`config.mk`:
```
export PLATFORM = sky130hd
export DESIGN_NAME = rgb565_vertical_gradient_unit
export DESIGN_NICKNAME = d
export VERILOG_FILES = /design/src/rtl/rvg_pkg.sv /design/src/rtl/rvg_front.sv /design/src/rtl/rvg_div_cell.sv /design/src/rtl/rvg_back.sv /design/src/rtl/rgb565_vertical_gradient_unit.sv
export SDC_FILE = /design/constraint.sdc
export NUM_CORES = 2
export LEC_CHECK = 0
export BUFFER_PORTS_ARGS = -buffer_cell sky130_fd_sc_hd__clkbuf_2
export CAP_MARGIN = 10
export CORE_MARGIN = 10
export CORE_UTILIZATION = 45
export DETAILED_ROUTE_END_ITERATION = 16
export REMOVE_ABC_BUFFERS = 1
export SLEW_MARGIN = 20
export SYNTH_ARGS = -nofsm -noshare
export SYNTH_HDL_FRONTEND = slang
export SYNTH_SLANG_ARGS = --single-unit
```
`constraint.sdc`:
```
create_clock -name clock -period 18.1 [get_ports clock]
set_input_delay 0.905 -clock clock [delete_from_list [all_inputs] [get_ports clock]]
set_output_delay 0.905 -clock clock [all_outputs]
set_load 0.01 [all_outputs]
```
`src/rtl/rvg_pkg.sv`:
```
`default_nettype none
// ----------------------------------------------------------------------------
// rvg_pkg: shared types and constants of the RGB565 vertical gradient unit
// Register indexes, channel numbering and the record that travels down the
// divider chain next to each row.
// ----------------------------------------------------------------------------
package rvg_pkg;

   localparam int CSR_IDX_W   = 2;
   localparam int CSR_DATA_W  = 16;
   localparam int COLOR_W     = 16;
   localparam int COUNT_W     = 11;
   localparam int ROW_W       = 10;
   localparam int CHAN_W      = 6;
   localparam int QUO_W       = 6;
   localparam int NUM_CHAN    = 3;

   localparam logic [CSR_IDX_W-1:0] CSR_TOP_COLOR    = 2'd0;
   localparam logic [CSR_IDX_W-1:0] CSR_BOTTOM_COLOR = 2'd1;
   localparam logic [CSR_IDX_W-1:0] CSR_ROW_COUNT    = 2'd2;
   localparam logic [CSR_IDX_W-1:0] CSR_FILL_WIDTH   = 2'd3;

   localparam int CH_RED   = 0;
   localparam int CH_GREEN = 1;
   localparam int CH_BLUE  = 2;

   localparam logic [4:0] R_MASK = 5'h1F;
   localparam logic [5:0] G_MASK = 6'h3F;
   localparam logic [4:0] B_MASK = 5'h1F;

   typedef struct packed {
      logic [COLOR_W-1:0] top_color;
      logic [COLOR_W-1:0] bottom_color;
      logic [COUNT_W-1:0] row_count;
      logic [COUNT_W-1:0] fill_width;
   } cfg_type;

   typedef struct packed {
      logic                              row_ok;
      logic [NUM_CHAN-1:0]               neg;
      logic [NUM_CHAN-1:0][CHAN_W-1:0]   base;
      logic [NUM_CHAN-1:0][QUO_W-1:0]    quo;
   } lane_type;

endpackage
`default_nettype wire

```
`src/rtl/rvg_front.sv`:
```
`default_nettype none
// ----------------------------------------------------------------------------
// rvg_front: input stage of the gradient pipeline
// Unpacks both colours, forms the channel differences and their products
// with the row index, and works out the clamped height, divisor and row check.
// ----------------------------------------------------------------------------
module rvg_front #(
   parameter int MAX_ROWS = 1024,
   parameter int DEN_W    = 10,
   parameter int REM_W    = 16
) (
   input  wire                                      clock,
   input  wire                                      reset,
   input  wire                                      advance,
   input  wire rvg_pkg::cfg_type                    cfg,
   input  wire                                      in_valid,
   input  wire [rvg_pkg::ROW_W-1:0]                 in_row,
   output logic                                     out_valid,
   output logic [DEN_W-1:0]                         out_den,
   output logic [rvg_pkg::NUM_CHAN-1:0][REM_W-1:0]  out_rem,
   output rvg_pkg::lane_type                        out_lane
);

   localparam int HGT_W = ($clog2(MAX_ROWS + 1) > rvg_pkg::COUNT_W) ?
                          $clog2(MAX_ROWS + 1) : rvg_pkg::COUNT_W;
   localparam int PROD_W = rvg_pkg::CHAN_W + rvg_pkg::ROW_W;

   logic                                     valid_ff;
   logic [DEN_W-1:0]                         den_ff,  den_in;
   logic [rvg_pkg::NUM_CHAN-1:0][REM_W-1:0]  rem_ff,  rem_in;
   rvg_pkg::lane_type                        lane_ff, lane_in;

   logic [HGT_W-1:0]                                 height;
   logic [rvg_pkg::NUM_CHAN-1:0][rvg_pkg::CHAN_W-1:0] top_ch, bot_ch;
   logic [rvg_pkg::NUM_CHAN-1:0][rvg_pkg::CHAN_W:0]   diff;
   logic [rvg_pkg::NUM_CHAN-1:0][rvg_pkg::CHAN_W-1:0] mag;
   logic [PROD_W-1:0]                                 prod [rvg_pkg::NUM_CHAN];

   always_comb begin
      top_ch[rvg_pkg::CH_RED]   = {1'b0, cfg.top_color[15:11]};
      top_ch[rvg_pkg::CH_GREEN] = cfg.top_color[10:5];
      top_ch[rvg_pkg::CH_BLUE]  = {1'b0, cfg.top_color[4:0]};
      bot_ch[rvg_pkg::CH_RED]   = {1'b0, cfg.bottom_color[15:11]};
      bot_ch[rvg_pkg::CH_GREEN] = cfg.bottom_color[10:5];
      bot_ch[rvg_pkg::CH_BLUE]  = {1'b0, cfg.bottom_color[4:0]};

      // A height above the supported maximum is clamped to it.
      if (HGT_W'(cfg.row_count) > HGT_W'(MAX_ROWS)) begin
         height = HGT_W'(MAX_ROWS);
      end else begin
         height = HGT_W'(cfg.row_count);
      end

      if (height > HGT_W'(1)) begin
         den_in = DEN_W'(height - HGT_W'(1));
      end else begin
         den_in = DEN_W'(1);
      end

      lane_in.row_ok = (height != '0) && (cfg.fill_width != '0) &&
                       (HGT_W'(in_row) < height);

      for (int c = 0; c < rvg_pkg::NUM_CHAN; c++) begin
         diff[c] = {1'b0, bot_ch[c]} - {1'b0, top_ch[c]};
         lane_in.neg[c]  = diff[c][rvg_pkg::CHAN_W];
         mag[c]          = diff[c][rvg_pkg::CHAN_W] ?
                           rvg_pkg::CHAN_W'(-diff[c]) : diff[c][rvg_pkg::CHAN_W-1:0];
         prod[c]         = PROD_W'(mag[c]) * PROD_W'(in_row);
         rem_in[c]       = REM_W'(prod[c]);
         lane_in.base[c] = top_ch[c];
         lane_in.quo[c]  = '0;
      end
   end

   always_ff @(posedge clock) begin
      if (reset) begin
         valid_ff <= 1'b0;
      end else if (advance) begin
         valid_ff <= in_valid;
      end
   end

   always_ff @(posedge clock) begin
      if (advance) begin
         den_ff  <= den_in;
         rem_ff  <= rem_in;
         lane_ff <= lane_in;
      end
   end

   assign out_valid = valid_ff;
   assign out_den   = den_ff;
   assign out_rem   = rem_ff;
   assign out_lane  = lane_ff;

endmodule
`default_nettype wire

```
`src/rtl/rvg_div_cell.sv`:
```
`default_nettype none
// ----------------------------------------------------------------------------
// rvg_div_cell: one restoring division step for all three channels
// Compares each partial remainder with the divisor shifted into place,
// subtracts when it fits and shifts one quotient bit in.
// ----------------------------------------------------------------------------
module rvg_div_cell #(
   parameter int DEN_W = 10,
   parameter int REM_W = 16,
   parameter int SHIFT = 0
) (
   input  wire                                      clock,
   input  wire                                      reset,
   input  wire                                      advance,
   input  wire                                      in_valid,
   input  wire [DEN_W-1:0]                          in_den,
   input  wire [rvg_pkg::NUM_CHAN-1:0][REM_W-1:0]   in_rem,
   input  wire rvg_pkg::lane_type                   in_lane,
   output logic                                     out_valid,
   output logic [DEN_W-1:0]                         out_den,
   output logic [rvg_pkg::NUM_CHAN-1:0][REM_W-1:0]  out_rem,
   output rvg_pkg::lane_type                        out_lane
);

   logic                                     valid_ff;
   logic [DEN_W-1:0]                         den_ff;
   logic [rvg_pkg::NUM_CHAN-1:0][REM_W-1:0]  rem_ff,  rem_in;
   rvg_pkg::lane_type                        lane_ff, lane_in;

   logic [REM_W-1:0]                trial;
   logic [rvg_pkg::NUM_CHAN-1:0]    take;

   always_comb begin
      trial   = REM_W'(in_den) << SHIFT;
      lane_in = in_lane;
      for (int c = 0; c < rvg_pkg::NUM_CHAN; c++) begin
         take[c]        = (in_rem[c] >= trial);
         rem_in[c]      = take[c] ? (in_rem[c] - trial) : in_rem[c];
         lane_in.quo[c] = {in_lane.quo[c][rvg_pkg::QUO_W-2:0], take[c]};
      end
   end

   always_ff @(posedge clock) begin
      if (reset) begin
         valid_ff <= 1'b0;
      end else if (advance) begin
         valid_ff <= in_valid;
      end
   end

   always_ff @(posedge clock) begin
      if (advance) begin
         den_ff  <= in_den;
         rem_ff  <= rem_in;
         lane_ff <= lane_in;
      end
   end

   assign out_valid = valid_ff;
   assign out_den   = den_ff;
   assign out_rem   = rem_ff;
   assign out_lane  = lane_ff;

endmodule
`default_nettype wire

```
`src/rtl/rvg_back.sv`:
```
`default_nettype none
// ----------------------------------------------------------------------------
// rvg_back: output stage of the gradient pipeline
// Applies the sign to each quotient, adds the top colour channel and packs
// the result into RGB565, or zero for a row outside the gradient.
// ----------------------------------------------------------------------------
module rvg_back (
   input  wire                                 clock,
   input  wire                                 reset,
   input  wire                                 advance,
   input  wire                                 in_valid,
   input  wire rvg_pkg::lane_type              in_lane,
   output logic                                out_valid,
   output logic [rvg_pkg::COLOR_W-1:0]         out_color,
   output logic                                out_row_valid
);

   logic                              valid_ff;
   logic [rvg_pkg::COLOR_W-1:0]       color_ff, color_in;
   logic                              row_valid_ff;

   logic [rvg_pkg::NUM_CHAN-1:0][rvg_pkg::CHAN_W:0] chan;

   always_comb begin
      for (int c = 0; c < rvg_pkg::NUM_CHAN; c++) begin
         // The magnitude was divided, so the quotient truncates toward zero.
         if (in_lane.neg[c]) begin
            chan[c] = {1'b0, in_lane.base[c]} - {1'b0, in_lane.quo[c]};
         end else begin
            chan[c] = {1'b0, in_lane.base[c]} + {1'b0, in_lane.quo[c]};
         end
      end
      if (in_lane.row_ok) begin
         color_in = {chan[rvg_pkg::CH_RED][4:0]   & rvg_pkg::R_MASK,
                     chan[rvg_pkg::CH_GREEN][5:0] & rvg_pkg::G_MASK,
                     chan[rvg_pkg::CH_BLUE][4:0]  & rvg_pkg::B_MASK};
      end else begin
         color_in = '0;
      end
   end

   always_ff @(posedge clock) begin
      if (reset) begin
         valid_ff <= 1'b0;
      end else if (advance) begin
         valid_ff <= in_valid;
      end
   end

   always_ff @(posedge clock) begin
      if (advance) begin
         color_ff     <= color_in;
         row_valid_ff <= in_lane.row_ok;
      end
   end

   assign out_valid     = valid_ff;
   assign out_color     = color_ff;
   assign out_row_valid = row_valid_ff;

endmodule
`default_nettype wire

```
`src/rtl/rgb565_vertical_gradient_unit.sv`:
```
`default_nettype none
// ----------------------------------------------------------------------------
// rgb565_vertical_gradient_unit: RGB565 colour of one row of a vertical fill
// Linear interpolation between a top and a bottom colour, one row a request.
// ----------------------------------------------------------------------------
// Each request carries a row index and returns the interpolated RGB565 colour
// of that row together with a flag that says whether the row lies inside a
// nonempty gradient (rows outside it return colour zero). The block takes one
// request every cycle unless rsp_stall holds it: one input stage forms the
// products, a chain of six division cells each settles one quotient bit for
// all three channels, and one output register. The whole pipeline holds
// while a result waits on rsp_stall. The user must write configuration
// registers only while no request is in flight; the block never checks this.
module rgb565_vertical_gradient_unit #(
   parameter int MAX_ROWS = 1024
) (
   input  wire                                 clock,
   input  wire                                 reset,
   input  wire                                 csr_write,
   input  wire [rvg_pkg::CSR_IDX_W-1:0]        csr_index,
   input  wire [rvg_pkg::CSR_DATA_W-1:0]       csr_wdata,
   input  wire                                 req_valid,
   output logic                                req_stall,
   input  wire [rvg_pkg::ROW_W-1:0]            req_row_index,
   output logic                                rsp_valid,
   input  wire                                 rsp_stall,
   output logic [rvg_pkg::COLOR_W-1:0]         rsp_row_color,
   output logic                                rsp_row_valid
);

   localparam int DEN_W     = $clog2(MAX_ROWS);
   localparam int REM_W     = DEN_W + rvg_pkg::QUO_W;
   localparam int NUM_CELLS = rvg_pkg::QUO_W;

   rvg_pkg::cfg_type  cfg_ff, cfg_in;
   logic              advance;

   logic                                     stg_valid [NUM_CELLS+1];
   logic [DEN_W-1:0]                         stg_den   [NUM_CELLS+1];
   logic [rvg_pkg::NUM_CHAN-1:0][REM_W-1:0]  stg_rem   [NUM_CELLS+1];
   rvg_pkg::lane_type                        stg_lane  [NUM_CELLS+1];

   always_comb begin
      cfg_in = cfg_ff;
      if (csr_write) begin
         case (csr_index)
            rvg_pkg::CSR_TOP_COLOR:    cfg_in.top_color    = csr_wdata;
            rvg_pkg::CSR_BOTTOM_COLOR: cfg_in.bottom_color = csr_wdata;
            rvg_pkg::CSR_ROW_COUNT:    cfg_in.row_count    = csr_wdata[rvg_pkg::COUNT_W-1:0];
            rvg_pkg::CSR_FILL_WIDTH:   cfg_in.fill_width   = csr_wdata[rvg_pkg::COUNT_W-1:0];
            default:                   cfg_in = cfg_ff;
         endcase
      end
   end

   always_ff @(posedge clock) begin
      if (reset) begin
         cfg_ff <= '0;
      end else begin
         cfg_ff <= cfg_in;
      end
   end

   // Every stage moves together unless the finished result is held back.
   assign advance   = !(rsp_valid && rsp_stall);
   assign req_stall = !advance;

   rvg_front #(
      .MAX_ROWS (MAX_ROWS),
      .DEN_W    (DEN_W),
      .REM_W    (REM_W)
   ) u_front (
      .clock     (clock),
      .reset     (reset),
      .advance   (advance),
      .cfg       (cfg_ff),
      .in_valid  (req_valid),
      .in_row    (req_row_index),
      .out_valid (stg_valid[0]),
      .out_den   (stg_den[0]),
      .out_rem   (stg_rem[0]),
      .out_lane  (stg_lane[0])
   );

   for (genvar k = 0; k < NUM_CELLS; k++) begin : g_cell
      rvg_div_cell #(
         .DEN_W (DEN_W),
         .REM_W (REM_W),
         .SHIFT (NUM_CELLS - 1 - k)
      ) u_cell (
         .clock     (clock),
         .reset     (reset),
         .advance   (advance),
         .in_valid  (stg_valid[k]),
         .in_den    (stg_den[k]),
         .in_rem    (stg_rem[k]),
         .in_lane   (stg_lane[k]),
         .out_valid (stg_valid[k+1]),
         .out_den   (stg_den[k+1]),
         .out_rem   (stg_rem[k+1]),
         .out_lane  (stg_lane[k+1])
      );
   end

   rvg_back u_back (
      .clock         (clock),
      .reset         (reset),
      .advance       (advance),
      .in_valid      (stg_valid[NUM_CELLS]),
      .in_lane       (stg_lane[NUM_CELLS]),
      .out_valid     (rsp_valid),
      .out_color     (rsp_row_color),
      .out_row_valid (rsp_row_valid)
   );

endmodule
`default_nettype wire
```
==> impl_table.tex <==
\begin{tabular}{lr}
\hline
Metric & Value \\
\hline
\multicolumn{2}{l}{\textbf{Pwr}} \\
\quad Leakage dissipation & 16.5 nW \\
\quad Power density over cell area & 177 nW/µm² \\
\quad Worst IR drop on VDD & 0.0000647 V \\
\quad PnR Total Power & 7.09 mW \\
\multicolumn{2}{l}{\textbf{Yosys}} \\
\quad Largest family of logic cells by synthesized area & adder cells \\
\quad Async set-or-reset flop fraction in the synthesized netlist & 0\% \\
\quad Most used flip-flop cell after synthesis & sky130\_fd\_sc\_hd\_\_edfxtp\_1 \\
\quad Post-Synth Simple-Gate Area & 13.3\% \\
\quad Number of enable-type register cells in the synthesized netlist & 556 \\
\quad Top cell type's share of synthesized area & between 40\% and 50\% \\
\quad Dominant cell type by area after synthesis & sky130\_fd\_sc\_hd\_\_edfxtp\_1 \\
\quad Multiplexer fraction of the synthesized cell area & under 10\% \\
\quad Synth Warn \# & 0 \\
\quad Distinct cells, synth & 75 \\
\quad Synth Cell Area & 36,400 µm² \\
\quad Compound-Gate Fraction of Synth Area & $\sim$10\% \\
\quad Cell count after synthesis & 3,239 \\
\quad Post-synthesis share of cell area spent on xor and xnor gates & 4.79\% \\
\quad Cells taking the most area after synthesis & sky130\_fd\_sc\_hd\_\_edfxtp\_1, sky130\_fd\_sc\_hd\_\_ha\_1, sky130\_fd\_sc\_hd\_\_fa\_1, sky130\_fd\_sc\_hd\_\_a21oi\_1, sky130\_fd\_sc\_hd\_\_dfxtp\_1 \\
\quad Share of synthesized area occupied by flip-flops and latches & 49.3\% \\
\quad Synthesized-area fraction occupied by adder cells & 16.9\% \\
\quad Register bit total from synthesis & between 600 and 700 \\
\quad Average cell area after synthesis & 11.2 µm² \\
\multicolumn{2}{l}{\textbf{Clock tree}} \\
\quad Cell at the root of the clock tree & sky130\_fd\_sc\_hd\_\_clkbuf\_16 \\
\quad Clock latency on the worst-skew pair & 620 ps \\
\quad CTS tree & built \\
\quad Number of buffers on the longest clock path & 3 \\
\quad Number of resized instances in the post-cts repair step & 0 \\
\quad Buffers inserted by post-CTS timing repair & 0 \\
\quad CTS hold repair buffers & 0 \\
\quad Total CTS buffers & 68 \\
\quad H-tree level count & 3 \\
\quad Clock input transition at the sequential cells of the worst setup and hold paths & 60 ps \\
\quad \# clock sinks & 618 \\
\multicolumn{2}{l}{\textbf{STA}} \\
\quad Shortest period the worst path allows & 6360 ps \\
\quad Final period util & a little over a third \\
\quad Measured slew at the worst slew-check pin & 994 ps \\
\quad Hold violation count in the final report & 0 \\
\quad Max-Slew Margin vs Limit & 33.6\% \\
\quad Setup TNS & 0 ps \\
\quad Total count of max-transition violations in the final report & 0 \\
\quad Post-route worst setup slack & around 12,000 ps \\
\quad F\_max & 0.157 GHz \\
\quad Maximum clock skew at final layout & about 35 ps \\
\quad Number of setup violations in the final report & 0 \\
\quad RSZ-0062 raised after global routing & no \\
\multicolumn{2}{l}{\textbf{Cells and area}} \\
\quad Antenna diode count & 0 \\
\quad Fraction of layout cells with a size suffix above 1 & 6.72\% \\
\quad Net count reported at finish & 3,761 \\
\quad Fillcell total & 7,062 \\
\quad Most common cell after layout, fill and taps aside & sky130\_fd\_sc\_hd\_\_edfxtp\_1 \\
\quad Layout overhead on the synthesized area & 10.3\% \\
\quad Most used cells in the layout excluding fill and tap cells & sky130\_fd\_sc\_hd\_\_edfxtp\_1, sky130\_fd\_sc\_hd\_\_nand2\_1, sky130\_fd\_sc\_hd\_\_ha\_1 \\
\multicolumn{2}{l}{\textbf{GRT}} \\
\quad Vias in the first global route & 24,000 \\
\quad Initial antenna violation count & 1 \\
\quad Largest net degree at the start of global routing & 89 \\
\quad GRT Total Usage & 17.1\% \\
\quad GRT overflow & 0 \\
\quad First-pass GRT wire length & 129 mm \\
\multicolumn{2}{l}{\textbf{Drt}} \\
\quad Final routed wirelength across all metal layers & 79.4 mm \\
\quad Remaining routing DRC violations & 0 \\
\quad Antenna viol nets, final & 0 \\
\quad Vias per cell & 5.30 \\
\quad Number of DRC markers in iteration 0 & around 1,300 \\
\quad Post-detailed-route wirelength per cell & 17.9 µm \\
\quad Total iterations of the first detailed-routing run & 5 \\
\quad Post-Route M1 WL & 34.5 mm \\
\quad Detailed route wirelength on metal2 & 38.8 mm \\
\quad Detail Route met3 WL & 2.52 mm \\
\quad Vias after detailed routing & roughly 23,000 \\
\quad Highest routed metal layer & met4 \\
\multicolumn{2}{l}{\textbf{Floorplan}} \\
\quad Number of primary I/O pins & 52 \\
\quad Width of the chip & 304 µm \\
\quad Core area & approximately 80,000 µm² \\
\quad Initial standard-cell utilization of the core & 45.3\% \\
\quad Die footprint & 92,600 µm² \\
\quad Number of placement rows & 104 \\
\quad DIE HEIGHT & 304 µm \\
\multicolumn{2}{l}{\textbf{Job}} \\
\quad Count of max-cap constraint violations & 0 \\
\multicolumn{2}{l}{\textbf{Placed design}} \\
\quad Port Buffers & 51 \\
\quad DPL Wire Length & roughly 62 mm \\
\quad Global placement routability congestion & roughly 0.9 \\
\quad Pre-CTS worst setup slack & 11,760 ps \\
\multicolumn{2}{l}{\textbf{Setup path}} \\
\quad CP startpoint kind & flip-flop \\
\quad Max stage delay on crit path & 670 ps \\
\quad Cell mode on critical path & sky130\_fd\_sc\_hd\_\_fa\_1 \\
\quad Type of the setup path with the least slack & flip-flop to flip-flop \\
\quad Endpoint type of the worst setup path & flip-flop \\
\quad Required arrival time at the worst endpoint & 18,440 ps \\
\quad Max FO, Critical Path & 10 \\
\quad Max stage delay cell, worst path & sky130\_fd\_sc\_hd\_\_xnor2\_1 \\
\quad Count of buffering cells on the critical path with inverters included & 2 \\
\quad Cell breakdown of the critical path & ha\_1, inv\_1, fa\_1, xnor2\_1, nand3\_1, and3\_1, xnor2\_1, nand2b\_1, fa\_1, fa\_1, fa\_1, inv\_1, ha\_1, a21o\_1, a21oi\_1, o21ai\_0, o41ai\_1, o21ai\_0, a21oi\_1, xnor2\_1 \\
\quad Setup slack, reg-to-reg & 11,750 ps \\
\quad CP Data Arrival Time & roughly 6700 ps \\
\quad Family of cells with the greatest summed delay on the critical path & adder cells \\
\multicolumn{2}{l}{\textbf{Min path}} \\
\quad Hold/Removal Path Class & flip-flop to flip-flop \\
\multicolumn{2}{l}{\textbf{Run status}} \\
\quad Run status & finished clean \\
\hline
\end{tabular}
-- flip-flops by register name, summed over array words and instances (netlist names) --
register	flops
g_cell.u_cell.out_den	50
u_front.out_valid	1
g_cell.u_cell.out_valid	6
u_front.out_rem	48
u_front.out_den	10
u_back.out_color	16
g_cell.u_cell.out_rem	240
u_front.out_lane	20
u_back.out_valid	1
cfg_ff	54
g_cell.u_cell.out_lane	171
u_back.out_row_valid	1
-- final timing paths --
| path | startpoint | endpoint | depth (start not counted) |
|---|---|---|---|
| worst max-delay path | cfg_ff[49]$_SDFFE_PP0P_ | u_front.out_rem[15]$_DFFE_PN_ | 20 |
| worst min-delay path | g_cell[3].u_cell.out_lane[21]$_DFFE_PN_ | g_cell[4].u_cell.out_lane[21]$_DFFE_PN_ | 0 |
| worst max register to register | cfg_ff[49]$_SDFFE_PP0P_ | u_front.out_rem[15]$_DFFE_PN_ | 20 |
| worst min register to register | g_cell[3].u_cell.out_lane[21]$_DFFE_PN_ | g_cell[4].u_cell.out_lane[21]$_DFFE_PN_ | 0 |
-- area by class of cell --
class / count / area, µm² / area share, %
clock buffers: 83 / 1790 / 4.46
clock inverters: 40 / 490 / 1.22
inverters: 280 / 1050 / 2.62
multi-input cells: 2277 / 17200 / 42.8
flip-flops and latches: 618 / 17900 / 44.7
well taps: 1060 / 1330 / 3.31
repair buffers: 65 / 367 / 0.914
-- power breakdown --
group	total, mW	internal (mW)	switching [mW]
Combinational	3.26	1.44	1.82
Clock	1.39	0.828	0.560
Sequential	2.45	2.19	0.257
-- cells by family after synthesis --
logic type / after synthesis
multiplexers: 64
buffers and inverters: 344
AO/OA/AOI/OAI: 619
AND/OR/NAND/NOR: 977
adder cells (fa/ha/maj): 418
XOR/XNOR: 199
flip-flops: 618
-- stage by stage --
step | cell area [µm²] | hold WS (ps) | std cells | utilization [%]
2_1_floorplan | 36100 | 400 | 3175 | -
3_3_place_gp | 37800 | 400 | 4300 | 47.1
3_5_place_dp | 37800 | 405 | 4300 | 47.1
4_1_cts | 40100 | 405 | 4423 | 49.9
5_1_grt | 40100 | 412 | 4423 | 50.0
6_report | 40100 | 412 | 4423 | 50.0
-- Yosys cell counts (14+ instances only) --
| master | number |
|---|---|
| sky130_fd_sc_hd__nand4_1 | 22 |
| sky130_fd_sc_hd__fa_1 | 120 |
| sky130_fd_sc_hd__mux2i_1 | 24 |
| sky130_fd_sc_hd__and2_1 | 65 |
| sky130_fd_sc_hd__nor2b_1 | 108 |
| sky130_fd_sc_hd__o21a_1 | 23 |
| sky130_fd_sc_hd__nand2b_1 | 76 |
| sky130_fd_sc_hd__nand3_1 | 29 |
| sky130_fd_sc_hd__nor2_1 | 208 |
| sky130_fd_sc_hd__a211oi_1 | 14 |
| sky130_fd_sc_hd__ha_1 | 298 |
| sky130_fd_sc_hd__a21oi_1 | 252 |
| sky130_fd_sc_hd__dfxtp_1 | 62 |
| sky130_fd_sc_hd__xnor2_1 | 128 |
| sky130_fd_sc_hd__nor4_1 | 27 |
| sky130_fd_sc_hd__edfxtp_1 | 556 |
| sky130_fd_sc_hd__clkbuf_1 | 54 |
| sky130_fd_sc_hd__o21ai_0 | 147 |
| sky130_fd_sc_hd__inv_1 | 279 |
| sky130_fd_sc_hd__a21o_1 | 59 |
| sky130_fd_sc_hd__nand2_1 | 305 |
| sky130_fd_sc_hd__nor3_1 | 60 |
| sky130_fd_sc_hd__xor2_1 | 71 |
| sky130_fd_sc_hd__mux2_2 | 40 |
| sky130_fd_sc_hd__o21bai_1 | 16 |
-- routing by layer --
layer,vias up,global-route usage (%)
li1,11600,-
met1,11200,21.0
met2,432,29.8
met3,163,2.30
met4,0,7.47
met5,-,0
Power figures use the tool's default switching activity.
